### config.mk
export PLATFORM = sky130hd
export DESIGN_NAME = crc32_accumulator_core_flat
export DESIGN_NICKNAME = d
export VERILOG_FILES = /design/src/hdl/crc32a_pkg.sv /design/src/hdl/crc32a_if.sv /design/src/hdl/crc32a_byte_unit.sv /design/src/hdl/crc32a_seq.sv /design/src/hdl/crc32_accumulator_core.sv /design/src/flat_wrapper.sv
export SDC_FILE = /design/constraint.sdc
export NUM_CORES = 1
export LEC_CHECK = 0
export ABC_AREA = 0
export BUFFER_PORTS_ARGS = -buffer_cell sky130_fd_sc_hd__buf_2
export CAP_MARGIN = 15
export CORE_ASPECT_RATIO = 0.5
export CORE_UTILIZATION = 40
export CTS_BUF_LIST = sky130_fd_sc_hd__clkbuf_8
export DETAILED_ROUTE_END_ITERATION = 7
export GPL_TIMING_DRIVEN = 0
export PLACE_DENSITY = 0.61
export SYNTH_ARGS = -nofsm -noshare
export SYNTH_HDL_FRONTEND = slang
export SYNTH_SLANG_ARGS = --single-unit
### constraint.sdc
create_clock -name clk -period 5.2 [get_ports clk]
set_input_delay 0.52 -clock clk [delete_from_list [all_inputs] [get_ports clk]]
set_output_delay 0.52 -clock clk [all_outputs]
set_load 0.03 [all_outputs]
### src/hdl/crc32a_pkg.sv
// Shared types and constants for the CRC-32 accumulator.
// No dependencies; every other file refers to this package by scoped names.
package crc32a_pkg;

  localparam int unsigned CRC_W       = 32;
  localparam int unsigned VALUE_W     = 64;
  localparam int unsigned COUNT_W     = 4;
  localparam int unsigned BYTE_W      = 8;
  localparam int unsigned MAX_BYTES_D = 8;

  localparam logic [CRC_W-1:0] POLY_IEEE       = 32'hEDB8_8320;
  localparam logic [CRC_W-1:0] POLY_CASTAGNOLI = 32'h82F6_3B78;
  localparam logic [CRC_W-1:0] OUT_XOR         = 32'hFFFF_FFFF;

  // item mode codes
  localparam logic MODE_LOAD   = 1'b0;
  localparam logic MODE_ABSORB = 1'b1;

  // poly_select codes
  localparam logic POLY_SEL_IEEE = 1'b0;
  localparam logic POLY_SEL_CAST = 1'b1;

  typedef enum logic {
    ST_IDLE,
    ST_RUN
  } seq_state_t;

  // per-cycle controls from the sequencer state decode
  typedef struct packed {
    logic in_ready;
    logic do_byte;
    logic do_out;
  } seq_ctrl_t;

endpackage

### src/hdl/crc32a_if.sv
// Valid/ready channel interfaces for item and result transfers.
// Depends on crc32a_pkg for field widths.
interface crc32a_in_if;
  logic                               valid;
  logic                               ready;
  logic                               mode;
  logic [crc32a_pkg::VALUE_W-1:0]     value;
  logic [crc32a_pkg::COUNT_W-1:0]     byte_count;

  modport source (output valid, mode, value, byte_count, input ready);
  modport sink   (input valid, mode, value, byte_count, output ready);
endinterface

interface crc32a_out_if;
  logic                               valid;
  logic                               ready;
  logic [crc32a_pkg::CRC_W-1:0]       crc_out;

  modport source (output valid, crc_out, input ready);
  modport sink   (input valid, crc_out, output ready);
endinterface

### src/hdl/crc32a_byte_unit.sv
// Shared one-byte reflected CRC update: XOR byte into low bits, then eight shifts.
// Depends on crc32a_pkg.
module crc32a_byte_unit (
  input  logic [crc32a_pkg::CRC_W-1:0]  crc_in,
  input  logic [crc32a_pkg::BYTE_W-1:0] data_in,
  input  logic [crc32a_pkg::CRC_W-1:0]  poly,
  output logic [crc32a_pkg::CRC_W-1:0]  crc_out
);

  always_comb begin
    logic [crc32a_pkg::CRC_W-1:0] c;
    c = crc_in ^ {{(crc32a_pkg::CRC_W-crc32a_pkg::BYTE_W){1'b0}}, data_in};
    for (int b = 0; b < crc32a_pkg::BYTE_W; b++) begin
      c = c[0] ? ((c >> 1) ^ poly) : (c >> 1);
    end
    crc_out = c;
  end

endmodule

### src/hdl/crc32a_seq.sv
// Item sequencer: holds the CRC register, feeds one byte per cycle to the
// shared update unit and registers the result. Depends on crc32a_pkg, crc32a_if.
module crc32a_seq #(
  parameter int unsigned MAX_BYTES = crc32a_pkg::MAX_BYTES_D
) (
  input  logic                          clk,
  input  logic                          rst_n,
  crc32a_in_if.sink                     in_chan,
  crc32a_out_if.source                  out_chan,
  output logic [crc32a_pkg::CRC_W-1:0]  unit_crc,
  output logic [crc32a_pkg::BYTE_W-1:0] unit_data,
  input  logic [crc32a_pkg::CRC_W-1:0]  unit_result
);

  localparam logic [crc32a_pkg::COUNT_W-1:0] MAX_CNT = crc32a_pkg::COUNT_W'(MAX_BYTES);

  crc32a_pkg::seq_state_t state_r, state_nxt;
  crc32a_pkg::seq_ctrl_t  ctrl;

  logic [crc32a_pkg::CRC_W-1:0]   crc_r, crc_nxt;
  logic [crc32a_pkg::VALUE_W-1:0] data_r, data_nxt;
  logic [crc32a_pkg::COUNT_W-1:0] remain_r, remain_nxt;
  logic                           out_valid_r, out_valid_nxt;
  logic [crc32a_pkg::CRC_W-1:0]   out_crc_r, out_crc_nxt;
  logic                           out_free;
  logic                           in_xfer;
  logic [crc32a_pkg::COUNT_W-1:0] cnt_sat;

  assign out_free = !out_valid_r || out_chan.ready;
  assign in_xfer  = in_chan.valid && ctrl.in_ready;
  assign cnt_sat  = (in_chan.byte_count > MAX_CNT) ? MAX_CNT : in_chan.byte_count;

  // next state
  always_comb begin
    state_nxt = state_r;
    case (state_r)
      crc32a_pkg::ST_IDLE: if (in_chan.valid) state_nxt = crc32a_pkg::ST_RUN;
      crc32a_pkg::ST_RUN:  if (remain_r == '0 && out_free) state_nxt = crc32a_pkg::ST_IDLE;
      default:             state_nxt = crc32a_pkg::ST_IDLE;
    endcase
  end

  // state decode
  always_comb begin
    ctrl = '0;
    case (state_r)
      crc32a_pkg::ST_IDLE: ctrl.in_ready = 1'b1;
      crc32a_pkg::ST_RUN: begin
        ctrl.do_byte = (remain_r != '0);
        ctrl.do_out  = (remain_r == '0) && out_free;
      end
      default: ctrl = '0;
    endcase
  end

  assign unit_crc  = crc_r;
  assign unit_data = data_r[crc32a_pkg::BYTE_W-1:0];

  // datapath
  always_comb begin
    crc_nxt       = crc_r;
    data_nxt      = data_r;
    remain_nxt    = remain_r;
    out_crc_nxt   = out_crc_r;
    out_valid_nxt = out_valid_r && !out_chan.ready;
    if (in_xfer) begin
      data_nxt = in_chan.value;
      if (in_chan.mode == crc32a_pkg::MODE_LOAD) begin
        crc_nxt    = in_chan.value[crc32a_pkg::CRC_W-1:0];
        remain_nxt = '0;
      end else begin
        remain_nxt = cnt_sat;
      end
    end
    if (ctrl.do_byte) begin
      crc_nxt    = unit_result;
      data_nxt   = data_r >> crc32a_pkg::BYTE_W;
      remain_nxt = remain_r - 1'b1;
    end
    if (ctrl.do_out) begin
      out_crc_nxt   = crc_r ^ crc32a_pkg::OUT_XOR;
      out_valid_nxt = 1'b1;
    end
  end

  always_ff @(posedge clk) begin
    if (!rst_n) begin
      state_r     <= crc32a_pkg::ST_IDLE;
      crc_r       <= '0;
      remain_r    <= '0;
      out_valid_r <= 1'b0;
    end else begin
      state_r     <= state_nxt;
      crc_r       <= crc_nxt;
      remain_r    <= remain_nxt;
      out_valid_r <= out_valid_nxt;
    end
  end

  always_ff @(posedge clk) begin
    data_r    <= data_nxt;
    out_crc_r <= out_crc_nxt;
  end

  assign in_chan.ready    = ctrl.in_ready;
  assign out_chan.valid   = out_valid_r;
  assign out_chan.crc_out = out_crc_r;

endmodule

### src/hdl/crc32_accumulator_core.sv
// A load sets the CRC register and returns a result with no byte steps; an absorb of N
// bytes (N saturated to MAX_BYTES) runs one byte per cycle through the shared byte
// update unit. A new item is taken only after the previous result has been registered.
// Reset (rst_n low, synchronous): CRC register cleared, IEEE polynomial selected,
// no result pending.
module crc32_accumulator_core #(
  parameter int unsigned MAX_BYTES = crc32a_pkg::MAX_BYTES_D
) (
  input  logic           clk,
  input  logic           rst_n,
  input  logic           cfg_we,
  input  logic           cfg_wdata,
  crc32a_in_if.sink      in_chan,
  crc32a_out_if.source   out_chan
);

  logic                          poly_sel_r;
  logic [crc32a_pkg::CRC_W-1:0]  poly;
  logic [crc32a_pkg::CRC_W-1:0]  unit_crc;
  logic [crc32a_pkg::BYTE_W-1:0] unit_data;
  logic [crc32a_pkg::CRC_W-1:0]  unit_result;

  always_ff @(posedge clk) begin
    if (!rst_n) begin
      poly_sel_r <= crc32a_pkg::POLY_SEL_IEEE;
    end else if (cfg_we) begin
      poly_sel_r <= cfg_wdata;
    end
  end

  assign poly = (poly_sel_r == crc32a_pkg::POLY_SEL_CAST) ? crc32a_pkg::POLY_CASTAGNOLI
                                                          : crc32a_pkg::POLY_IEEE;

  crc32a_byte_unit u_unit (
    .crc_in  (unit_crc),
    .data_in (unit_data),
    .poly    (poly),
    .crc_out (unit_result)
  );

  crc32a_seq #(
    .MAX_BYTES (MAX_BYTES)
  ) u_seq (
    .clk         (clk),
    .rst_n       (rst_n),
    .in_chan     (in_chan),
    .out_chan    (out_chan),
    .unit_crc    (unit_crc),
    .unit_data   (unit_data),
    .unit_result (unit_result)
  );

endmodule
### src/flat_wrapper.sv
// flat-port wrapper written by rule: the top's interface ports become plain ports
module crc32_accumulator_core_flat 
#(
  parameter int unsigned MAX_BYTES = crc32a_pkg::MAX_BYTES_D
)
  (clk, rst_n, cfg_we, cfg_wdata, in_chan_valid, in_chan_mode, in_chan_value, in_chan_byte_count, in_chan_ready, out_chan_valid, out_chan_crc_out, out_chan_ready);
  crc32a_in_if in_chan_i ();
  crc32a_out_if out_chan_i ();
  input  logic clk;
  input  logic rst_n;
  input  logic cfg_we;
  input  logic cfg_wdata;
  input wire logic [$bits(in_chan_i.valid)-1:0] in_chan_valid;
  input wire logic [$bits(in_chan_i.mode)-1:0] in_chan_mode;
  input wire logic [$bits(in_chan_i.value)-1:0] in_chan_value;
  input wire logic [$bits(in_chan_i.byte_count)-1:0] in_chan_byte_count;
  output wire logic [$bits(in_chan_i.ready)-1:0] in_chan_ready;
  output wire logic [$bits(out_chan_i.valid)-1:0] out_chan_valid;
  output wire logic [$bits(out_chan_i.crc_out)-1:0] out_chan_crc_out;
  input wire logic [$bits(out_chan_i.ready)-1:0] out_chan_ready;
  assign in_chan_i.valid = in_chan_valid;
  assign in_chan_i.mode = in_chan_mode;
  assign in_chan_i.value = in_chan_value;
  assign in_chan_i.byte_count = in_chan_byte_count;
  assign in_chan_ready = in_chan_i.ready;
  assign out_chan_valid = out_chan_i.valid;
  assign out_chan_crc_out = out_chan_i.crc_out;
  assign out_chan_i.ready = out_chan_ready;
  crc32_accumulator_core #(.MAX_BYTES(MAX_BYTES)) u_core (.clk(clk), .rst_n(rst_n), .cfg_we(cfg_we), .cfg_wdata(cfg_wdata), .in_chan(in_chan_i), .out_chan(out_chan_i));
endmodule
### Yosys cells after proc, flatten, opt, wreduce, memory -nomap -nowiden

Index checks and enable logic that the tools add are counted.

* reduce and logical (&&, ||, !) cells: 10
* eq/ne operators: 1
* mux-type cells: 24
* $add $sub $neg: 1
* bitwise gates (word level): 11
* magnitude comparators: 1

Operator list (number)
* $mux W32: 11
* $xor A31 B32 Y32: 8
* $mux W56: 2
* $not A32 Y32: 1
* $xor A32 B8 Y32: 1
* $mux W31: 1
* $mux W4: 4
* $gt A4 B4 Y1 const B: 1
* $logic_not A4 Y1: 1
* $mux W1: 4
* $reduce_bool A4 Y1: 1
* $sub A4 B1 Y4 const B: 1
* $logic_and A1 B1 Y1: 3
* $logic_not A1 Y1: 2
* $mux W2: 1
* $ne A2 B1 Y1 const B: 1
* $pmux W1 S2: 1
* $reduce_and A2 Y1: 1
* $reduce_bool A2 Y1: 1
* $logic_or A1 B1 Y1: 1
* $not A1 Y1: 1

* bits of input ports: 75
* register bits: 135
* output and inout bits: 34

### Longest topological paths before layout

* depth after elaboration: 18
* depth in mapped cells: 9

### Hierarchy

A second synthesis with hierarchy kept.

* cell total of the unflattened synthesis: 1118
* area, all modules: 10657.7 um^2

Modules (own cells, without submodules)
* crc32a_seq: times used 1, area an instance 5675.4 um^2, cells each 420
* crc32a_byte_unit: times used 1, area an instance 4934.7 um^2, cells each 692
* crc32_accumulator_core: times used 1, area an instance 47.5 um^2, cells each 6

### Worst setup path before layout

Ideal clock, no wire load.

* path kind: register -> register
* from: reg u_core.u_seq.remain_r[0] in the netlist's numbering
* to: reg u_core.u_seq.data_r[0] in the netlist's numbering, enable pin
* stages on the path, launching flop included: 8
* setup time: 635 ps
* clock period less this slack: 3087 ps
* path buffers: 2
* arrival: 2452 ps
* setup slack: 2113 ps
* cells stage by stage: dfxtp_1 -> inv_1 -> ha_1 -> nand2b_1 -> o21ai_0 -> clkbuf_1 -> clkbuf_1 -> nand2_1

* longest elaborated chain between the ends: 3

Ends and longest elaborated chain
* start: declaration: line crc32a_seq.sv:22 `logic [crc32a_pkg::COUNT_W-1:0] remain_r, remain_nxt;`
* start signal: assignment: line crc32a_seq.sv:95 `remain_r <= remain_nxt;`
* $reduce_bool A4 Y1: line crc32a_seq.sv:49 `ctrl.do_byte = (remain_r != '0);`
* $mux W2: line crc32a_seq.sv:46 `case (state_r)`
* $reduce_bool A2 Y1 (no line)
* end signal: assignment: line crc32a_seq.sv:101 `data_r <= data_nxt;`
* end: declaration: line crc32a_seq.sv:21 `logic [crc32a_pkg::VALUE_W-1:0] data_r, data_nxt;`

Every way passes these cells.
A chain may end at the register's enable or synchronous reset.

### Worst setup path after layout

Ends and elaborated chain as after synthesis.

==> metrics.md <==
| Metric | Value |
|---|---|
| Status | completed |
| Htree depth | 4 |
| Filler instances | 1,590 |
| Drt first-iter violations | 594 |
| Post-DP HPWL | 14.6 mm |
| Initial antenna violation count | 0 |
| Largest net degree at the start of global routing | 34 |
| Endpoints failing hold | 0 |
| Placer congestion estimate | 0.953 |
| Leakage Power | 3.24 nW |
| Post-route ant nets | 0 |
| CTS Buffer Depth | 2 |
| Core Area | 16,800 sq um |
| Initial core utilization | 0.419 |
| Top Layer Used | met4 |
| Chip Width | 190 um |
| Core Rows | 33 |
| FF+latch count, synth | 135 |
| Syn. warnings | 0 |
| Critical path capture point type | flip-flop |
| Port Buffers | 108 |
| Via-to-Cell Ratio | 5.14 |
| Cell area after synthesis | 7050 sq um |
| Crit-path max FO | 32 |
| HP Start | in_chan_value[60] |
| Post-CTS sizing | 0 |
| Post-layout min period | 3380 ps |
| Hold Path Stages | 3 |
| Reg area | 3580 sq um |
| Routed length on met3 | 1.57 mm |
| Hold Crit Class | in2reg |
| Power Density | 482 nW/um^2 |
| CTS hold repair buffers | 0 |
| CTS Buf Count | 17 |
| Max-Slew Margin vs Limit | 0.216 |
| Worst endpoint data arrival time | 3570 ps |
| DRT met1 WL | 9.87 mm |
| Endpoints failing setup | 0 |
| Clk_lat worst skew | 460 ps |
| Reg-to-reg setup timing slack | 1820 ps |
| Worst path required time | 5400 ps |
| Routed WL | 20.0 mm |
| P&R area growth vs syn | 17.2% |
| Clock transition at path regs | 100 ps |
| First-pass GRT wire length | 30.5 mm |
| Synthesized Nets | 805 |
| Die height | 95.8 um |
| Vias in the first global route | 5,216 |
| CTS tree | built |
| Gr ovfl total | 0 |
| Post-CTS Setup Bufs | 0 |
| Fmax | 296 MHz |
| Startpoint types | flip-flop |
| Multi-input logic area | 3090 sq um |
| Final net count | 933 |
| Crit path kind | reg2reg |
| R2R depth | 8 |
| Most frequent cells in the layout | nand2_1 (228), buf_2 (108), xnor2_1 (91) |
| Share of cells above drive strength 1 | 0.187 |
| Max cap viols | 0 |
| Commonest non-fill, non-tap cell in the layout | nand2_1 |
| Largest cells by area after synthesis | edfxtp_1 (38%), dfxtp_1 (13%), nand2_1 (12%) |
| Async S/R FF share, synth | 0 |
| R2r endpoint | u_core.u_seq.data_r[0]$_DFFE_PP_ |
| Measured slew at the worst slew-check pin | 1170 ps |
| TNS Setup | 0 ps |
| CTS root buffer | clkbuf_8 |
| Worst Skew | 16.8 ps |
| Seq/Total Area, Yosys | 0.509 |
| R2R Path Start | u_core.u_seq.remain_r[0]$_SDFFE_PN0P_ |
| Ant. Diodes | 0 |
| RSZ-0062 raised after global routing | no |
| Yosys top cell area share | 0.375 |
| Area leader, netlist | edfxtp_1 |
| Max IR drop VDD | 0.000187 V |
| DRC violations left | 0 |
| CTS sink cnt | 135 |
| Worst Hold End | u_core.u_seq.data_r[60]$_SDFFE_PP0P_ |
| Final core occ | 0.492 |
| GRT Overall Usage | 0.232 |
| Cells after synthesis | 729 |
| Final Max Slew Viols | 0 |
| Die area | 18,200 sq um |
| Total number of vias | 5,642 |
| Dominant synthesized flop cell | edfxtp_1 |
| Avg Cell Area, Syn | 9.66 sq um |
| Detail Route met2 WL | 8.35 mm |
| Crit share post-route | 0.649 |
| TritonRoute pass-1 iters | 5 |
| Post-synth EDFFs | 88 |
| Yosys cell types | 42 |
| Ports | 109 |
| Wire per inst | 18.3 um |
==> how the worst max path moves through the flow <==
stage / end / slack [ps] / start / depth (start not counted)
floorplan: u_core.u_seq.data_r[0]$_DFFE_PP_ / 2110 / u_core.u_seq.remain_r[0]$_SDFFE_PN0P_ / 7
global placement: u_core.u_seq.data_r[18]$_DFFE_PP_ / 710 / u_core.u_seq.remain_r[0]$_SDFFE_PN0P_ / 7
detailed placement: u_core.u_seq.data_r[0]$_DFFE_PP_ / 1820 / u_core.u_seq.remain_r[0]$_SDFFE_PN0P_ / 8
CTS: u_core.u_seq.data_r[20]$_DFFE_PP_ / 1790 / u_core.u_seq.remain_r[0]$_SDFFE_PN0P_ / 8
global route: u_core.u_seq.data_r[24]$_DFFE_PP_ / 1540 / u_core.u_seq.remain_r[0]$_SDFFE_PN0P_ / 8
finish: u_core.u_seq.data_r[0]$_DFFE_PP_ / 1820 / u_core.u_seq.remain_r[0]$_SDFFE_PN0P_ / 8
==> through the flow <==
| step | worst slack [ps] | cells | power, mW | cell area (sq um) | hold WS (ps) |
|---|---|---|---|---|---|
| final | 1820 | 1097 | 3.98 | 8260 | 291 |
| after detailed placement | 1820 | 1065 | 3.13 | 7890 | 448 |
| after CTS | 1790 | 1097 | 3.96 | 8260 | 284 |
| after global placement | 707 | 1064 | 3.12 | 7870 | 442 |
| after floorplan | 2110 | 729 | 2.74 | 7050 | 437 |
| after global routing | 1540 | 1097 | 4.18 | 8260 | 294 |
==> cell usage after synthesis, types with 4 or more instances <==
| master | n |
|---|---|
| nand2_1 | 229 |
| xnor2_1 | 91 |
| edfxtp_1 | 88 |
| a21oi_1 | 47 |
| dfxtp_1 | 47 |
| inv_1 | 37 |
| clkbuf_1 | 27 |
| nor2_1 | 27 |
| xor2_1 | 20 |
| o21ai_0 | 18 |
| o221ai_1 | 11 |
| nor3_1 | 10 |
| o211ai_1 | 10 |
| and3_1 | 6 |
| mux2i_1 | 5 |
| a211oi_1 | 4 |
| buf_6 | 4 |
| clkbuf_8 | 4 |
| nand2b_1 | 4 |
| xnor2_2 | 4 |
==> metal layers <==
metal  GRT usage  vias to the layer above
met2       0.342                      250
met3      0.0448                       25
met5           0                        -
li1            -                     2668
met4      0.0571                        0
met1       0.345                     2699
==> cell type report <==
type / count / area share
clock inverter: 15 / 0.0161
sequential: 135 / 0.434
clock buffer: 17 / 0.0283
buffer: 40 / 0.0277
multi-input combinational: 516 / 0.375
timing repair buffer: 109 / 0.0679
tap: 227 / 0.0344
inverter: 38 / 0.0173
==> worst max-delay path, cell delays in order, from the launching register on <==
cell and delay, ps:
dfxtp_1 330, inv_1 90, ha_1 170, nand2b_1 90
o21ai_0 550, clkbuf_1 500, clkbuf_1 460, nand2_2 530
buf_12 370
==> power by group <==
part | internal [mW] | switching [mW]
clock | 0.347 | 0.488
combinational | 0.730 | 1.02
sequential | 1.32 | 0.0668
==> cell families after synthesis <==
group | after synthesis | synth area share
AOI/OAI and AO/OA | 102 | 0.0893
xor gates and xnor gates | 125 | 0.182
adders and majority gates | 1 | 0.00178
buffers and inverters | 78 | 0.0527
DFF | 135 | 0.509
muxes | 5 | 0.00710
and+or+nand+nor | 283 | 0.158
==> sequential cells by signal, summed over array words and instances (netlist names) <==
register / cells
u_core.poly_sel_r: 1
u_core.u_seq.data_r: 64
u_core.u_seq.out_chan.crc_out: 32
u_core.u_seq.out_chan.valid: 1
u_core.u_seq.remain_r: 4
u_core.u_seq.state_r: 1
u_core.u_seq.unit_crc: 32
Power figures use the tool's default switching activity.
